**src/hdl/assert_macros.svh**
```systemverilog
// ----------------------------------------------------------------------------
// assert_macros
// Assertion macros shared by the date block.
// Each check samples on the rising edge of clk.
// ----------------------------------------------------------------------------
`ifndef ASSERT_MACROS_SVH
`define ASSERT_MACROS_SVH

// Check held only while out of reset.
`define ASSERT_CLK(label, prop, msg) \
	label: assert property (@(posedge clk) disable iff (!arst_n) prop) else $error(msg);

// Check held at every edge, reset included.
`define ASSERT_ALWAYS(label, prop, msg) \
	label: assert property (@(posedge clk) prop) else $error(msg);

`endif

```
**src/hdl/dad_pkg.sv**
```systemverilog
// ----------------------------------------------------------------------------
// dad_pkg
// Widths, calendar constants, sequencer states and the month length table.
// ----------------------------------------------------------------------------
package dad_pkg;

	localparam int DAY_W   = 5;
	localparam int MONTH_W = 4;
	localparam int YEAR_W  = 16;
	localparam int COUNT_W = 16;
	localparam int SUM_W   = 17;
	localparam int LEN_W   = 5;

	// Year reduction: subtract 400 << k for k = REDUCE_STEPS-1 down to 0
	localparam int REDUCE_STEPS = 8;
	localparam int STEP_W       = 3;

	localparam logic [SUM_W-1:0]  YEAR_CYCLE   = 17'd400;
	localparam logic [YEAR_W-1:0] CYCLE_LAST   = 16'd399;
	localparam logic [YEAR_W-1:0] CENTURY      = 16'd100;
	localparam logic [YEAR_W-1:0] CENTURY_2    = 16'd200;
	localparam logic [YEAR_W-1:0] CENTURY_3    = 16'd300;
	localparam logic [YEAR_W-1:0] YEAR_MAX     = 16'hFFFF;

	localparam logic [MONTH_W-1:0] MONTH_JAN = 4'd1;
	localparam logic [MONTH_W-1:0] MONTH_FEB = 4'd2;
	localparam logic [MONTH_W-1:0] MONTH_JUL = 4'd7;
	localparam logic [MONTH_W-1:0] MONTH_DEC = 4'd12;

	localparam logic [LEN_W-1:0] LEN_31   = 5'd31;
	localparam logic [LEN_W-1:0] LEN_30   = 5'd30;
	localparam logic [LEN_W-1:0] LEN_LEAP = 5'd29;
	localparam logic [LEN_W-1:0] LEN_FEB  = 5'd28;

	typedef enum logic [1:0] {
		ST_IDLE,
		ST_REDUCE,
		ST_WALK
	} state_t;

	// Leap test on the year taken modulo 400
	function automatic logic is_leap(input logic [YEAR_W-1:0] r);
		return (r[1:0] == 2'b00) && (r != CENTURY) && (r != CENTURY_2) && (r != CENTURY_3);
	endfunction

	// Days in month m; odd/even pattern flips after July
	function automatic logic [LEN_W-1:0] month_len(input logic [MONTH_W-1:0] m,
	                                              input logic leap);
		logic [LEN_W-1:0] len;
		if (m == MONTH_FEB) begin
			len = leap ? LEN_LEAP : LEN_FEB;
		end else if (m <= MONTH_JUL) begin
			len = m[0] ? LEN_31 : LEN_30;
		end else begin
			len = m[0] ? LEN_30 : LEN_31;
		end
		return len;
	endfunction

endpackage

```
**src/hdl/dad_in_if.sv**
```systemverilog
// ----------------------------------------------------------------------------
// dad_in_if
// Request channel: starting date and day count.
// ----------------------------------------------------------------------------
interface dad_in_if import dad_pkg::*; ();

	logic                valid;
	logic                ready;
	logic [DAY_W-1:0]    day;
	logic [MONTH_W-1:0]  month;
	logic [YEAR_W-1:0]   year;
	logic [COUNT_W-1:0]  add_days;

	modport source (output valid, day, month, year, add_days, input ready);
	modport sink   (input valid, day, month, year, add_days, output ready);

endinterface

```
**src/hdl/dad_out_if.sv**
```systemverilog
// ----------------------------------------------------------------------------
// dad_out_if
// Result channel: advanced date and year wrap flag.
// ----------------------------------------------------------------------------
interface dad_out_if import dad_pkg::*; ();

	logic                valid;
	logic                ready;
	logic [DAY_W-1:0]    new_day;
	logic [MONTH_W-1:0]  new_month;
	logic [YEAR_W-1:0]   new_year;
	logic                year_overflow;

	modport source (output valid, new_day, new_month, new_year, year_overflow, input ready);
	modport sink   (input valid, new_day, new_month, new_year, year_overflow, output ready);

endinterface

```
**src/hdl/date_add_days_core.sv**
```systemverilog
// ----------------------------------------------------------------------------
// date_add_days_core
// Advances a Gregorian date by a day count, one month per cycle.
// ----------------------------------------------------------------------------
//  channel   | dir | payload                                    | handshake
//  date_in   | in  | day, month, year, add_days                 | valid/ready
//  date_out  | out | new_day, new_month, new_year, year_overflow | valid/ready
//
// A request first reduces the year modulo 400, then has one month length
// subtracted per cycle, both on the one 17-bit compare/subtract unit.
// date_in.ready is high only while idle. Reset clears the sequencer and
// the result valid flag; no memory to clear. A stalled result holds in the
// output register and the last walk cycle waits until that register frees.
module date_add_days_core import dad_pkg::*; (
	input  logic           clk,
	input  logic           arst_n,
	dad_in_if.sink         date_in,
	dad_out_if.source      date_out
);

	`include "assert_macros.svh"

	state_t               state_q, state_d;
	logic [STEP_W-1:0]    k_q;
	logic [SUM_W-1:0]     day_q;
	logic [MONTH_W-1:0]   month_q;
	logic [YEAR_W-1:0]    year_q;
	logic [YEAR_W-1:0]    rem_q;
	logic                 ovf_q;
	logic                 out_valid_q;
	logic [DAY_W-1:0]     new_day_q;
	logic [MONTH_W-1:0]   new_month_q;
	logic [YEAR_W-1:0]    new_year_q;
	logic                 new_ovf_q;

	logic                 accept;
	logic                 slot_free;
	logic [LEN_W-1:0]     len;
	logic [SUM_W-1:0]     op_a, op_b;
	logic [SUM_W:0]       diff;
	logic                 a_ge_b, a_gt_b;
	logic                 step_month, finish;

	// Take a request only while idle
	assign date_in.ready = (state_q == ST_IDLE);

	assign accept    = date_in.valid && date_in.ready;
	assign slot_free = !out_valid_q || date_out.ready;
	assign len       = month_len(month_q, is_leap(rem_q));

	// Shared compare/subtract unit
	always_comb begin
		if (state_q == ST_REDUCE) begin
			op_a = {1'b0, rem_q};
			op_b = YEAR_CYCLE << k_q;
		end else begin
			op_a = day_q;
			op_b = {{(SUM_W-LEN_W){1'b0}}, len};
		end
		diff   = {1'b0, op_a} - {1'b0, op_b};
		a_ge_b = !diff[SUM_W];
		a_gt_b = a_ge_b && (diff[SUM_W-1:0] != '0);
	end

	// Next state and step controls
	always_comb begin
		state_d    = state_q;
		step_month = 1'b0;
		finish     = 1'b0;
		case (state_q)
			ST_IDLE: begin
				if (accept) state_d = ST_REDUCE;
			end
			ST_REDUCE: begin
				if (k_q == '0) state_d = ST_WALK;
			end
			ST_WALK: begin
				if (a_gt_b) begin
					step_month = 1'b1;
				end else if (slot_free) begin
					finish  = 1'b1;
					state_d = ST_IDLE;
				end
			end
			default: begin
				state_d = ST_IDLE;
			end
		endcase
	end

	// Sequencer and result valid
	always_ff @(posedge clk or negedge arst_n) begin
		if (!arst_n) begin
			state_q     <= ST_IDLE;
			k_q         <= '0;
			out_valid_q <= 1'b0;
		end else begin
			state_q <= state_d;
			if (accept) begin
				k_q <= STEP_W'(REDUCE_STEPS - 1);
			end else if (state_q == ST_REDUCE) begin
				k_q <= k_q - 1'b1;
			end
			if (finish) begin
				out_valid_q <= 1'b1;
			end else if (date_out.ready) begin
				out_valid_q <= 1'b0;
			end
		end
	end

	// Working date: load, reduce year, advance months
	always_ff @(posedge clk) begin
		if (accept) begin
			day_q   <= SUM_W'(date_in.day) + SUM_W'(date_in.add_days);
			month_q <= date_in.month;
			year_q  <= date_in.year;
			rem_q   <= date_in.year;
			ovf_q   <= 1'b0;
		end else if (state_q == ST_REDUCE) begin
			if (a_ge_b) rem_q <= diff[YEAR_W-1:0];
		end else if (step_month) begin
			day_q <= diff[SUM_W-1:0];
			if (month_q >= MONTH_DEC) begin
				month_q <= MONTH_JAN;
				year_q  <= year_q + 1'b1;
				if (year_q == YEAR_MAX) begin
					rem_q <= '0;
					ovf_q <= 1'b1;
				end else if (rem_q == CYCLE_LAST) begin
					rem_q <= '0;
				end else begin
					rem_q <= rem_q + 1'b1;
				end
			end else begin
				month_q <= month_q + 1'b1;
			end
		end
	end

	// Result register
	always_ff @(posedge clk) begin
		if (finish) begin
			new_day_q   <= day_q[DAY_W-1:0];
			new_month_q <= month_q;
			new_year_q  <= year_q;
			new_ovf_q   <= ovf_q;
		end
	end

	assign date_out.valid         = out_valid_q;
	assign date_out.new_day       = new_day_q;
	assign date_out.new_month     = new_month_q;
	assign date_out.new_year      = new_year_q;
	assign date_out.year_overflow = new_ovf_q;

	`ASSERT_CLK(a_accept_reduce, accept |=> state_q == ST_REDUCE, "request did not start reduction")
	`ASSERT_CLK(a_rem_range, state_q == ST_WALK |-> rem_q <= CYCLE_LAST, "year remainder out of range")
	`ASSERT_CLK(a_valid_from_walk, $rose(out_valid_q) |-> $past(state_q) == ST_WALK, "result without walk")
	`ASSERT_CLK(a_walk_day_fits, finish |-> day_q[SUM_W-1:DAY_W] == '0, "final day too wide")
	`ASSERT_ALWAYS(a_reset_idle, !arst_n |-> state_q == ST_IDLE && !out_valid_q, "not idle in reset")

endmodule

```
**src/flat_wrapper.sv**
```systemverilog
// flat-port wrapper written by rule: the top's interface ports become plain ports
module date_add_days_core_flat import dad_pkg::*;
  (clk, arst_n, date_in_valid, date_in_day, date_in_month, date_in_year, date_in_add_days, date_in_ready, date_out_valid, date_out_new_day, date_out_new_month, date_out_new_year, date_out_year_overflow, date_out_ready);
  dad_in_if date_in_i ();
  dad_out_if date_out_i ();
  input  logic clk;
  input  logic arst_n;
  input wire logic [$bits(date_in_i.valid)-1:0] date_in_valid;
  input wire logic [$bits(date_in_i.day)-1:0] date_in_day;
  input wire logic [$bits(date_in_i.month)-1:0] date_in_month;
  input wire logic [$bits(date_in_i.year)-1:0] date_in_year;
  input wire logic [$bits(date_in_i.add_days)-1:0] date_in_add_days;
  output wire logic [$bits(date_in_i.ready)-1:0] date_in_ready;
  output wire logic [$bits(date_out_i.valid)-1:0] date_out_valid;
  output wire logic [$bits(date_out_i.new_day)-1:0] date_out_new_day;
  output wire logic [$bits(date_out_i.new_month)-1:0] date_out_new_month;
  output wire logic [$bits(date_out_i.new_year)-1:0] date_out_new_year;
  output wire logic [$bits(date_out_i.year_overflow)-1:0] date_out_year_overflow;
  input wire logic [$bits(date_out_i.ready)-1:0] date_out_ready;
  assign date_in_i.valid = date_in_valid;
  assign date_in_i.day = date_in_day;
  assign date_in_i.month = date_in_month;
  assign date_in_i.year = date_in_year;
  assign date_in_i.add_days = date_in_add_days;
  assign date_in_ready = date_in_i.ready;
  assign date_out_valid = date_out_i.valid;
  assign date_out_new_day = date_out_i.new_day;
  assign date_out_new_month = date_out_i.new_month;
  assign date_out_new_year = date_out_i.new_year;
  assign date_out_year_overflow = date_out_i.year_overflow;
  assign date_out_i.ready = date_out_ready;
  date_add_days_core u_core (.clk(clk), .arst_n(arst_n), .date_in(date_in_i), .date_out(date_out_i));
endmodule
```
**config.mk**
```make
export PLATFORM = sky130hd
export DESIGN_NAME = date_add_days_core_flat
export DESIGN_NICKNAME = d
export VERILOG_FILES = /design/src/hdl/dad_pkg.sv /design/src/hdl/dad_in_if.sv /design/src/hdl/dad_out_if.sv /design/src/hdl/date_add_days_core.sv /design/src/flat_wrapper.sv
export VERILOG_INCLUDE_DIRS = /design/src /design/src/hdl
export SDC_FILE = /design/constraint.sdc
export NUM_CORES = 1
export LEC_CHECK = 0
export BUFFER_PORTS_ARGS = -buffer_cell sky130_fd_sc_hd__buf_2
export CORE_UTILIZATION = 64
export DETAILED_ROUTE_END_ITERATION = 8
export PLACE_DENSITY = 0.88
export SLEW_MARGIN = 5
export SYNTH_ARGS = -nofsm -noshare
export SYNTH_HDL_FRONTEND = slang
export SYNTH_SLANG_ARGS = --single-unit
```
**constraint.sdc**
```tcl
create_clock -name clk -period 14.1 [get_ports clk]
set_clock_uncertainty 0.1 [all_clocks]
set_input_delay 1.41 -clock clk [delete_from_list [all_inputs] [get_ports clk]]
set_output_delay 1.41 -clock clk [all_outputs]
set_load 0.02 [all_outputs]
```
== Word-level counts from Yosys, hierarchy flattened ==
Index checks and enable logic that the tools add are counted.

* Logic and storage cells: 98
* Input port bits: 45
* Output and inout port bits: 28
* Bits in registers: 86

* $add $sub $neg: 6
* Multiplexer cells: 39
* Eq/ne operators: 14
* Order comparisons: 2
* Bitwise gates (word level): 1
* Reduce and logical (&&, ||, !) cells: 23
* Shift-type cells: 1

{| class="wikitable"
|+ Operators with widths
! cell !! count
|-
| $mux W16 || 11
|-
| $mux W17 || 5
|-
| $add A16 B1 Y16 const B || 2
|-
| $sub A17 B17 Y18 || 1
|-
| $add A5 B16 Y17 || 1
|-
| $reduce_bool A17 Y1 || 1
|-
| $shl A9 B3 Y17 const A || 1
|-
| $eq A16 B16 Y1 const B || 1
|-
| $eq A16 B9 Y1 const B || 1
|-
| $mux W4 || 4
|-
| $ne A16 B7 Y1 const B || 1
|-
| $ne A16 B8 Y1 const B || 1
|-
| $ne A16 B9 Y1 const B || 1
|-
| $mux W1 || 10
|-
| $mux W5 || 2
|-
| $mux W2 || 4
|-
| $reduce_and A4 Y1 || 2
|-
| $reduce_bool A2 Y1 || 4
|-
| $mux W3 || 2
|-
| $ne A2 B2 Y1 const B || 3
|-
| $pmux W2 S3 || 1
|-
| $reduce_and A3 Y1 || 2
|-
| $reduce_bool A3 Y1 || 2
|-
| $logic_and A1 B1 Y1 || 5
|-
| other kinds (15) || 18
|}

== Depth between registers and ports, before layout ==
Gate-level depths: netlist (run 1).

* Depth after elaboration: 15
* Gate-level depth with buffers: 21
* Depth with buffers taken out: 20

== Worst setup path before layout (run 1) ==
Ideal clock, no wire load.

* Kind: flip-flop to flip-flop
* Start point: reg u_core.rem_q[10]
* End point: reg u_core.rem_q[0] (enable)
* Library setup time: 0.397 ns
* Arrival: 4.511 ns
* Period minus slack after synthesis: 5.008 ns
* Data required time: 13.603 ns
* Path buffers: 0
* Path slack: 9.092 ns
* Cell stages (with the launch flop): 19
* Path through: edfxtp_1 -> or4_1 -> nor4_1 -> nand3_1 -> nand2_1 -> nor2_1 -> a211oi_1 -> a211oi_1 -> ha_1 -> fa_1 -> nand3b_1 -> o221ai_2 -> a2111oi_2 -> a2111o_1 -> inv_1 -> nor4_2 -> nand4_1 -> nand2_1 -> o221ai_1

* Cells in the longest elaborated chain, start to end: 14
* Elaborated cells between the ends (all ways): 19
* Classes of those cells: add/sub: 1; eq/ne: 4; mux: 6; reduce/logical: 8

{| class="wikitable"
|+ RTL lines
! what !! line !! source
|-
| start: declaration || date_add_days_core.sv:28 || <nowiki>logic [YEAR_W-1:0] rem_q;</nowiki>
|-
| start signal: assignment || date_add_days_core.sv:118 || <nowiki>rem_q <= date_in.year;</nowiki>
|-
| start signal: assignment || date_add_days_core.sv:121 || <nowiki>if (a_ge_b) rem_q <= diff[YEAR_W-1:0];</nowiki>
|-
| start signal: assignment || date_add_days_core.sv:133 || <nowiki>rem_q <= rem_q + 1'b1;</nowiki>
|-
| $ne A16 B7 Y1 || dad_pkg.sv:43 || <nowiki>return (r[1:0] == 2'b00) && (r != CENTURY) && (r != CENTURY_2) && (r != CENTURY_3);</nowiki>
|-
| $logic_and A1 B1 Y1 (3 in a row) || dad_pkg.sv:43 ||
|-
| $mux W1 || dad_pkg.sv:51 || <nowiki>len = leap ? LEN_LEAP : LEN_FEB;</nowiki>
|-
| $mux W5 || dad_pkg.sv:50 || <nowiki>if (m == MONTH_FEB) begin</nowiki>
|-
| $mux W17 || date_add_days_core.sv:53 || <nowiki>if (state_q == ST_REDUCE) begin</nowiki>
|-
| $sub A17 B17 Y18 (*) || date_add_days_core.sv:60 || <nowiki>diff = {1'b0, op_a} - {1'b0, op_b};</nowiki>
|-
| $reduce_bool A17 Y1 or $logic_not A1 Y1 (tied branches) || date_add_days_core.sv:62, date_add_days_core.sv:61 ||
|-
| $logic_and A1 B1 Y1 || date_add_days_core.sv:62 || <nowiki>a_gt_b = a_ge_b && (diff[SUM_W-1:0] != '0);</nowiki>
|-
| $mux W1 || date_add_days_core.sv:78 || <nowiki>if (a_gt_b) begin</nowiki>
|-
| $mux W1 || date_add_days_core.sv:70 || <nowiki>case (state_q)</nowiki>
|-
| $reduce_bool A3 Y1 (no source line) || n/a ||
|-
| $reduce_and A3 Y1 (no source line) (*) || n/a ||
|}

Every way passes the cells marked *; elsewhere a longest branch is shown, timed or not.
A chain may end at the register's enable or synchronous reset.

== Worst setup path after layout (run 1) ==
* Start point: reg u_core.rem_q[9]
* End point: reg u_core.new_day_q[3], in the netlist u_core.date_out.new_day[3] (enable)

* Cells in the longest elaborated chain, start to end: 12
* Elaborated cells between the ends (all ways): 16
* Classes of those cells: add/sub: 1; eq/ne: 3; mux: 6; reduce/logical: 6

{| class="wikitable"
|+ RTL lines
! what !! line !! source
|-
| $ne A16 B7 Y1 || dad_pkg.sv:43 ||
|-
| $logic_and A1 B1 Y1 (3 in a row) || dad_pkg.sv:43 ||
|-
| $mux W1 || dad_pkg.sv:51 ||
|-
| $mux W5 || dad_pkg.sv:50 ||
|-
| $mux W17 || date_add_days_core.sv:53 ||
|-
| $sub A17 B17 Y18 (*) || date_add_days_core.sv:60 ||
|-
| $reduce_bool A17 Y1 or $logic_not A1 Y1 (tied branches) || date_add_days_core.sv:62, date_add_days_core.sv:61 ||
|-
| $logic_and A1 B1 Y1 (*) || date_add_days_core.sv:62 ||
|-
| $mux W1 (*) || date_add_days_core.sv:78 ||
|-
| $mux W1 (*) || date_add_days_core.sv:70 ||
|-
| named net u_core.finish || date_add_days_core.sv:42 || <nowiki>logic step_month, finish;</nowiki>
|-
| end signal: assignment || date_add_days_core.sv:144 || <nowiki>new_day_q <= day_q[DAY_W-1:0];</nowiki>
|-
| end: declaration || date_add_days_core.sv:31 || <nowiki>logic [DAY_W-1:0] new_day_q;</nowiki>
|}

Mark *: on every way through the listed nets, which the timed path passes. The rest lies on a longest branch.

==> results of run 1 <==
## through the flow
stage / setup WS [ps] / area, um^2 / hold slack (ps) / instances / power, mW
after global placement: 8600 / 6230 / 327 / 788 / 0.296
after global routing: 8090 / 6440 / 368 / 804 / 0.487
after detailed placement: 8470 / 6230 / 339 / 788 / 0.297
final: 8380 / 6440 / 352 / 804 / 0.477
after CTS: 8450 / 6440 / 348 / 804 / 0.477
after floorplan: 9090 / 5830 / 309 / 634 / 0.288
## cell usage after synthesis, types with 9 or more instances
cell	number
a21oi_1	31
clkbuf_1	26
edfxtp_1	79
ha_1	30
inv_1	21
nand2_1	135
nand3_1	30
nor2_1	43
nor3_1	9
o21ai_0	41
or3_1	9
xnor2_1	34
xor2_1	21
## cell families (layout without fill, tap and decap cells)
kind of cell | Yosys count | count (layout) | synth area share
buffers and inverters | 52 | 114 | 0.0365
adder cells (fa/ha/maj) | 32 | 32 | 0.0712
AND/OR/NAND/NOR | 275 | 275 | 0.219
multiplexers | 8 | 8 | 0.0142
XOR/XNOR | 55 | 55 | 0.0826
AO/OA/AOI/OAI | 126 | 126 | 0.140
flip-flops | 86 | 86 | 0.436
## layer usage
layer	vias up	part of all wire	routed length [um]	GRT usage
li1	2374	-	-	-
met4	0	0.023	337	0.120
met3	31	0.086	1250	0.0331
met1	2358	0.41	5890	0.417
met2	260	0.48	6970	0.530
met5	-	0	0	0
## final cells by class
type	instances	area share
Multi-Input combinational cell	496	0.478
Sequential cell	86	0.395
Timing Repair Buffer	77	0.0618
Tap cell	108	0.0210
Clock buffer	9	0.0192
Clock inverter	7	0.0124
Inverter	21	0.0122
## report_power, final
group	switching (mW)	total, mW	leakage, nW	internal, mW
clock	0.101	0.185	0.102	0.0844
sequential	0	0.274	0.862	0.274
combinational	0.00814	0.0171	1.56	0.00899
total	0.109	0.477	2.52	0.367
## flip-flops by register name, indices dropped and copies added, names as in the netlist
name,cells
u_core.date_out.year_overflow,1
u_core.month_q,4
u_core.date_out.new_month,4
u_core.date_out.valid,1
u_core.rem_q,16
u_core.date_out.new_year,16
u_core.state_q,2
u_core.date_out.new_day,5
u_core.day_q,17
u_core.ovf_q,1
u_core.k_q,3
u_core.year_q,16
## path summary, 6_finish.rpt
kind | startpoint | endpoint | slack (ps) | depth (start not counted)
hold / removal | u_core.ovf_q$_SDFFE_PP0P_ | u_core.date_out.year_overflow$_DFFE_PP_ | 350 | 0
hold reg to reg | u_core.ovf_q$_SDFFE_PP0P_ | u_core.date_out.year_overflow$_DFFE_PP_ | 350 | 0
setup / recovery | u_core.rem_q[9]$_DFFE_PP_ | u_core.date_out.new_day[3]$_DFFE_PP_ | 8380 | 18
setup reg to reg | u_core.rem_q[9]$_DFFE_PP_ | u_core.date_out.new_day[3]$_DFFE_PP_ | 8380 | 18
min in group asynchronous | arst_n | u_core.date_out.valid$_DFFE_PN0P_ | 750 | 1
max in group asynchronous | arst_n | u_core.state_q[0]$_DFFE_PN0P_ | 12990 | 1
## cell usage in the layout (no fill, tap or decap), types with 5 or more instances in the layout
cell type / instances
a21oi_1: 31
a31oi_1: 6
and3_1: 7
buf_2: 72
buf_4: 5
clkbuf_8: 9
dfrtp_1: 6
edfxtp_1: 79
ha_1: 30
inv_1: 21
mux2i_1: 6
nand2_1: 135
nand2b_1: 5
nand3_1: 30
nand4_1: 6
nand4b_1: 5
nor2_1: 43
nor2b_1: 7
nor3_1: 9
o211ai_1: 8
o21ai_0: 41
o31ai_1: 7
or3_1: 9
xnor2_1: 34
xor2_1: 21
==> metrics.md, run 1 <==
| Metric | Value |
|---|---|
| RePlAce Congestion | a little under 1 |
| GRT Util Overall | 0.314 |
| Site row count | 34 |
| Initial Utilization | 0.665 |
| Slew margin rel. | 0.183 |
| Crit path top cell by count | a211oi_1 |
| Yosys Warn Count | 0 |
| Post-synth top area cell | edfxtp_1 |
| Count of maximum capacitance violations | 0 |
| CORE AREA | 0.00876 mm^2 |
| Clock transition at path regs | 100 ps |
| CTS max path bufs | 2 |
| Gate Count Post-Synth | 634 |
| Outcome | complete, no violations |
| Detailed Place HPWL | 10800 um |
| Largest net degree at the start of global routing | approximately 50 |
| Post-synthesis cell area | 0.00583 mm^2 |
| Min Tclk post-route | 5720 ps |
| Unrepaired setup endpoints after global routing | false |
| Via count | 5023 |
| Post-Syn Nets | 711 |
| Yosys cell types | 64 |
| Root Buffer | clkbuf_8 |
| Hold Fails Final Rpt | 0 |
| DRT Pass-1 Iters | 5 |
| Max Freq | 175 MHz |
| Multi-input gate area | 0.00308 mm^2 |
| Synth-to-Final Area Change | 10.4% |
| Initial DRC Count | 427 |
| Max-slew violations | 0 |
| Routed WL | 14400 um |
| Crit path arrival time | between 5000 and 6000 ps |
| Leakage Power | 2.52 nW |
| Clock sink count | 86 |
| Slowest-stage cell, CP | and2b_1 |
| Die footprint | between 0.009 and 0.01 mm^2 |
| Endpoints failing setup | 0 |
| Worst-path maximum fanout | 26 |
| Initial antenna violation count | 0 |
| Layout cells sized above 1 | 0.149 |
| Reg area | roughly 0.0025 mm^2 |
| Hold_buf cts | 0 |
| Die X | 97.5 um |
| Die Ht | 97.5 um |
| DRC Markers | 0 |
| Routed Antenna Nets | 0 |
| IR drop worst, VDD | 0.0470 mV |
| Post-CTS setup buffers | 0 |
| Nets@finish | 768 |
| Post-CTS sizing | 0 |
| Global-route wire length before repair | 23500 um |
| CTS tree | yes |
| Worst Tran Pin Value | 1230 ps |
| Fillers | 658 |
| Number of buffers added on ports | 72 |
| Startpoint Class | flop |
| Worst-Skew Late Latency | 370 ps |
| Vias in the first global route | about 4800 |
| Top cells by area, synth | edfxtp_1 (41%), nand2_1 (8.7%), ha_1 (6.4%), xnor2_1 (5.1%), o21ai_0 (3.5%) |
| Predominant post-synthesis flop cell | edfxtp_1 |
| Share of the synthesized area in the top cell type | 0.407 |
| CP Cell Sequence | or4_1 -> nor4_1 -> nand3_1 -> nand2_1 -> nor2_1 -> a211oi_1 -> a211oi_1 -> ha_1 -> fa_1 -> nor3b_2 -> o21ai_1 -> xor2_1 -> nand4b_1 -> a2111o_1 -> nor4_2 -> nand4_1 -> a21oi_1 -> and2b_1 |
| Crit path largest cell delay | 970 ps |
| EDFF count, synth | 79 |
| # diodes | 0 |
| Hold crit path type | reg -> reg |
| Ports | 73 |
| Setup TNS | 0 ps |
| CTS HTree Levels | 3 |
| Post-layout util | 0.735 |
| Worst Setup Path Type | reg -> reg |
| Grt ovf | 0 |
| #FFs+latches synth | 86 |
| Asr flop ratio synth | 0.0698 |
| Top Family by Delay on Critical Path | simple AND/OR/NAND/NOR gates |
| Drt wl/cell | 18.0 um |
| Worst Path Buf+Inv | 0 |
| Mean Syn Cell Area | about 9 um^2 |
| Cell area power density | 74.0 mW/mm^2 |
| Worst EP required | 13980 ps |
| Period utilization | 0.406 |
| CTS Buf Count | 9 |
| Register area share after synthesis | 0.436 |
| Vias per cell | about 6.2 |
| CP endpoint kind | flop |
Power figures use the tool's default switching activity.
==> inputs of run 2 (changes only) <==
- CORE_UTILIZATION: 64 -> 53
- PLACE_DENSITY: 0.88 -> 0.78
- clock period: 14.1 -> 4.8 ns (I/O delays scaled with it)
==> run 2 against run 1 <==
Effect of this change: utilization decreased by 6.5 points; combinational power rose to 3.0 times the previous value; cell count increased by 9.7%; critical path type unchanged; count of clock-buffer cells in the layout grew 1; wire length grew 9.2%; largest power group unchanged; sequential share of layout area down 3.4 points; worst hold slack got worse by 68 ps; critical path depth grew 5; clock power is 140% higher; fmax is 19% higher.
==> metrics.md, run 2 (synthesis gave the netlist of run 1 again) <==
| Metric | Value |
|---|---|
| Worst EP required | 4780 ps (-9200 ps) |
| # diodes | 0 (unchanged) |
| Min setup slack post-route | 2.25 ps (-8380 ps) |
| Die X | 107 um (+9.7%) |
| Vias in the first global route | 5133 (+7.5%) |
| Gate power share | 0.039 (+0.003) |
| Crit path from | u_core.rem_q[9]$_DFFE_PP_ |
| Grt ovf | 0 (unchanged) |
| Worst-Skew Late Latency | 360 ps (about the same) |
| Hold endpoint | u_core.month_q[1]$_DFFE_PP_ |
| Worst Setup Path Type | reg -> reg |
| Worst hold start | date_in_month[1] |
| Clock Power Share | 0.341 (-0.048) |
| Ports | 73 (unchanged) |
| Outcome | complete, no violations |
| GRT Util Overall | 0.286 (-0.0276) |
| Via count | 5369 (+6.9%) |
| Root Buffer | clkbuf_8 |
| CTS HTree Levels | 3 (unchanged) |
| R2r setup slk | 2 ps (-8380 ps) |
| Site row count | 37 (+8.8%) |
| Synth-to-Final Area Change | 20.7% |
| Multi-input gate area | 0.00319 mm^2 (+3.7%) |
| Placed cell count | 850 (+7.9%) |
| Routed WL | 15800 um (+9.2%) |
| CTS Buf Count | 9 (unchanged) |
| Max Freq | 208 MHz (+19%) |
| DRC Markers | 0 (unchanged) |
| Nets@finish | 819 (+6.6%) |
| Crit path largest cell delay | 520 ps (-450 ps) |
| Initial antenna violation count | 0 (unchanged) |
| Largest net degree at the start of global routing | 39 (-24%) |
| Worst Hold Depth | 3 (+3) |
| Sw frac | 0.219 (-0.0101) |
| Hold crit path type | in -> reg |
| Final Power | 1.30 mW (+170%) |
| Hold Fails Final Rpt | 0 (unchanged) |
| Drt wl/cell | 17.9 um (-0.44%) |
| Max reg flops | 17 (unchanged) |
| Setup TNS | 0 ps (unchanged) |
| Count of maximum capacitance violations | 0 (unchanged) |
| Hold WS | 284 ps (-68.0 ps) |
| Most common cell after layout, fill and taps aside | nand2_1 |
| Worst-path maximum fanout | 8 (-69%) |
| Reg2Reg Depth | 23 (+5) |
| Vias per cell | 6.09 (-2.6%) |
| Net Sw Power | 0.284 mW (+160%) |
| CP Cell Sequence | or4_1 -> nor4_1 -> buf_4 -> nand3_2 -> nand2_2 -> nor2_2 -> a211oi_2 -> a211oi_2 -> ha_2 -> fa_2 -> nand3b_1 -> o221ai_2 -> buf_4 -> o211ai_1 -> nand2_1 -> mux2i_1 -> nor2_1 -> nand4_1 -> buf_4 -> nand2_4 -> buf_6 -> o221ai_4 -> clkbuf_16 |
| Leakage Power | 2.80 nW (+11%) |
| Die footprint | 0.0114 mm^2 (+20%) |
| Most frequent cells in the layout | nand2_1 (131), edfxtp_1 (79), buf_2 (72) |
| Clock transition at path regs | 80 ps (-20 ps) |
| R2R Path End | u_core.rem_q[11]$_DFFE_PP_ |
| DP Area | 0.00660 mm^2 (+5.8%) |
| Crit path arrival time | 4780 ps (-820 ps) |
| Min Tclk post-route | 4800 ps (-924 ps) |
| CTS tree | yes |
| Cell area power density | 184 mW/mm^2 (+150%) |
| Routed Antenna Nets | 0 (unchanged) |
| Layout cells sized above 1 | 0.228 (+0.0785) |
| Die Ht | 107 um (+9.7%) |
| IR drop worst, VDD | 0.147 mV (+210%) |
| DRT Pass-1 Iters | 6 (+1) |
| R2R Path Start | u_core.rem_q[9]$_DFFE_PP_ |
| Fillers | 811 (+23%) |
| Post-layout util | 0.670 (-0.0650) |
| Slew margin rel. | 0.175 (-0.00842) |
| Max-slew violations | 0 (unchanged) |
| Reg area | 0.00254 mm^2 (unchanged) |
| Non-Filler Instances | 882 (+9.7%) |
| Sequential power share | 0.620 (+0.045) |
| Detailed Place HPWL | 11500 um (+7.2%) |
| Clock sink count | 86 (unchanged) |
| Design Area, Final | 0.00704 mm^2 (+9.3%) |
| Most flops, register | u_core.day_q |
| Period utilization | 1.00 (+0.594) |
| P_int | 1.01 mW (+180%) |
| RePlAce Congestion | 1.10 (+14%) |
| Pre-CTS WS | -183 ps (-8650 ps) |
| CORE AREA | 0.0105 mm^2 (+20%) |
| Number of buffers added on ports | 72 (unchanged) |
| Startpoint Class | flop |
| Initial DRC Count | 474 (+11%) |
| CTS max path bufs | 2 (unchanged) |
| Unrepaired setup endpoints after global routing | true |
| Global-route wire length before repair | 25100 um (+6.7%) |
| Endpoints failing setup | 0 (unchanged) |
| Worst Tran Pin Value | 1240 ps (+12.6 ps) |
| Initial Utilization | 0.555 (-0.111) |
| Slowest-stage cell, CP | or4_1 |
| Crit path top cell by count | buf_4 |
| CP endpoint kind | flop |
==> run 2: cell types whose count changed in the layout (fill, tap and decap cells not counted), sizes merged <==
cell / change
clkinv: +3
clkinvlp: -1
clkbuf: +2
bufinv: -1
dlygate4sd3: +1
buf: +49
inv: -3
==> run 2: worst max-delay path by stage <==
stage	to	slack, ps	cells after the start
global placement	u_core.date_out.new_year[0]$_DFFE_PP_	50	21
CTS	u_core.date_out.new_year[8]$_DFFE_PP_	-20	21
floorplan	u_core.rem_q[0]$_DFFE_PP_	140	18
global route	u_core.date_out.new_year[13]$_DFFE_PP_	-180	23
detailed placement	u_core.date_out.new_year[11]$_DFFE_PP_	-180	21
finish	u_core.rem_q[11]$_DFFE_PP_	2	23
==> run 2: per-layer routing <==
metal | global-route usage | part of all wire | vias up
met5 | 0 | 0 | -
met1 | 0.373 | 0.40 | 2473
met3 | 0.0462 | 0.090 | 73
met2 | 0.474 | 0.47 | 345
met4 | 0.116 | 0.040 | 0
li1 | - | - | 2478
==> run 2: worst max-delay path, delay by kind of cell (launching register included) <==
family                   cells  cell delay [ps]
AO/OA/AOI/OAI                5              830
buffers and inverters        5              860
adder cells (fa/ha/maj)      2              570
multiplexers                 1              220
AND/OR/NAND/NOR             10             1510
flip-flops                   1              410
==> run 2: cell type report <==
cell class,instances,share of cell area
Multi-Input combinational cell,496,0.454
Sequential cell,86,0.361
Timing Repair Buffer,128,0.128
Tap cell,136,0.0242
Clock buffer,10,0.0181
Inverter,21,0.0112
Clock inverter,5,0.00391
==> run 2: what timing repair did <==
action / 4_1_cts / 5_1_grt
pin swaps: 5 / 10
hold buffers: 1 / 0
gates cloned: 1 / 1
gates resized for setup: 7 / 19
buffers inserted: 16 / 2
endpoints found under the setup margin: 54 / 81
hold endpoints to repair: 6 / 0
==> run 2: power groups by stage <==
stage	clock [mW]	sequential [mW]	combinational, mW
after CTS	0.445	0.805	0.0510
after detailed placement	0	0.822	0.0502
after global placement	0	0.822	0.0481
final	0.442	0.805	0.0511
after global routing	0.473	0.805	0.0581
after floorplan	0	0.822	0.0234
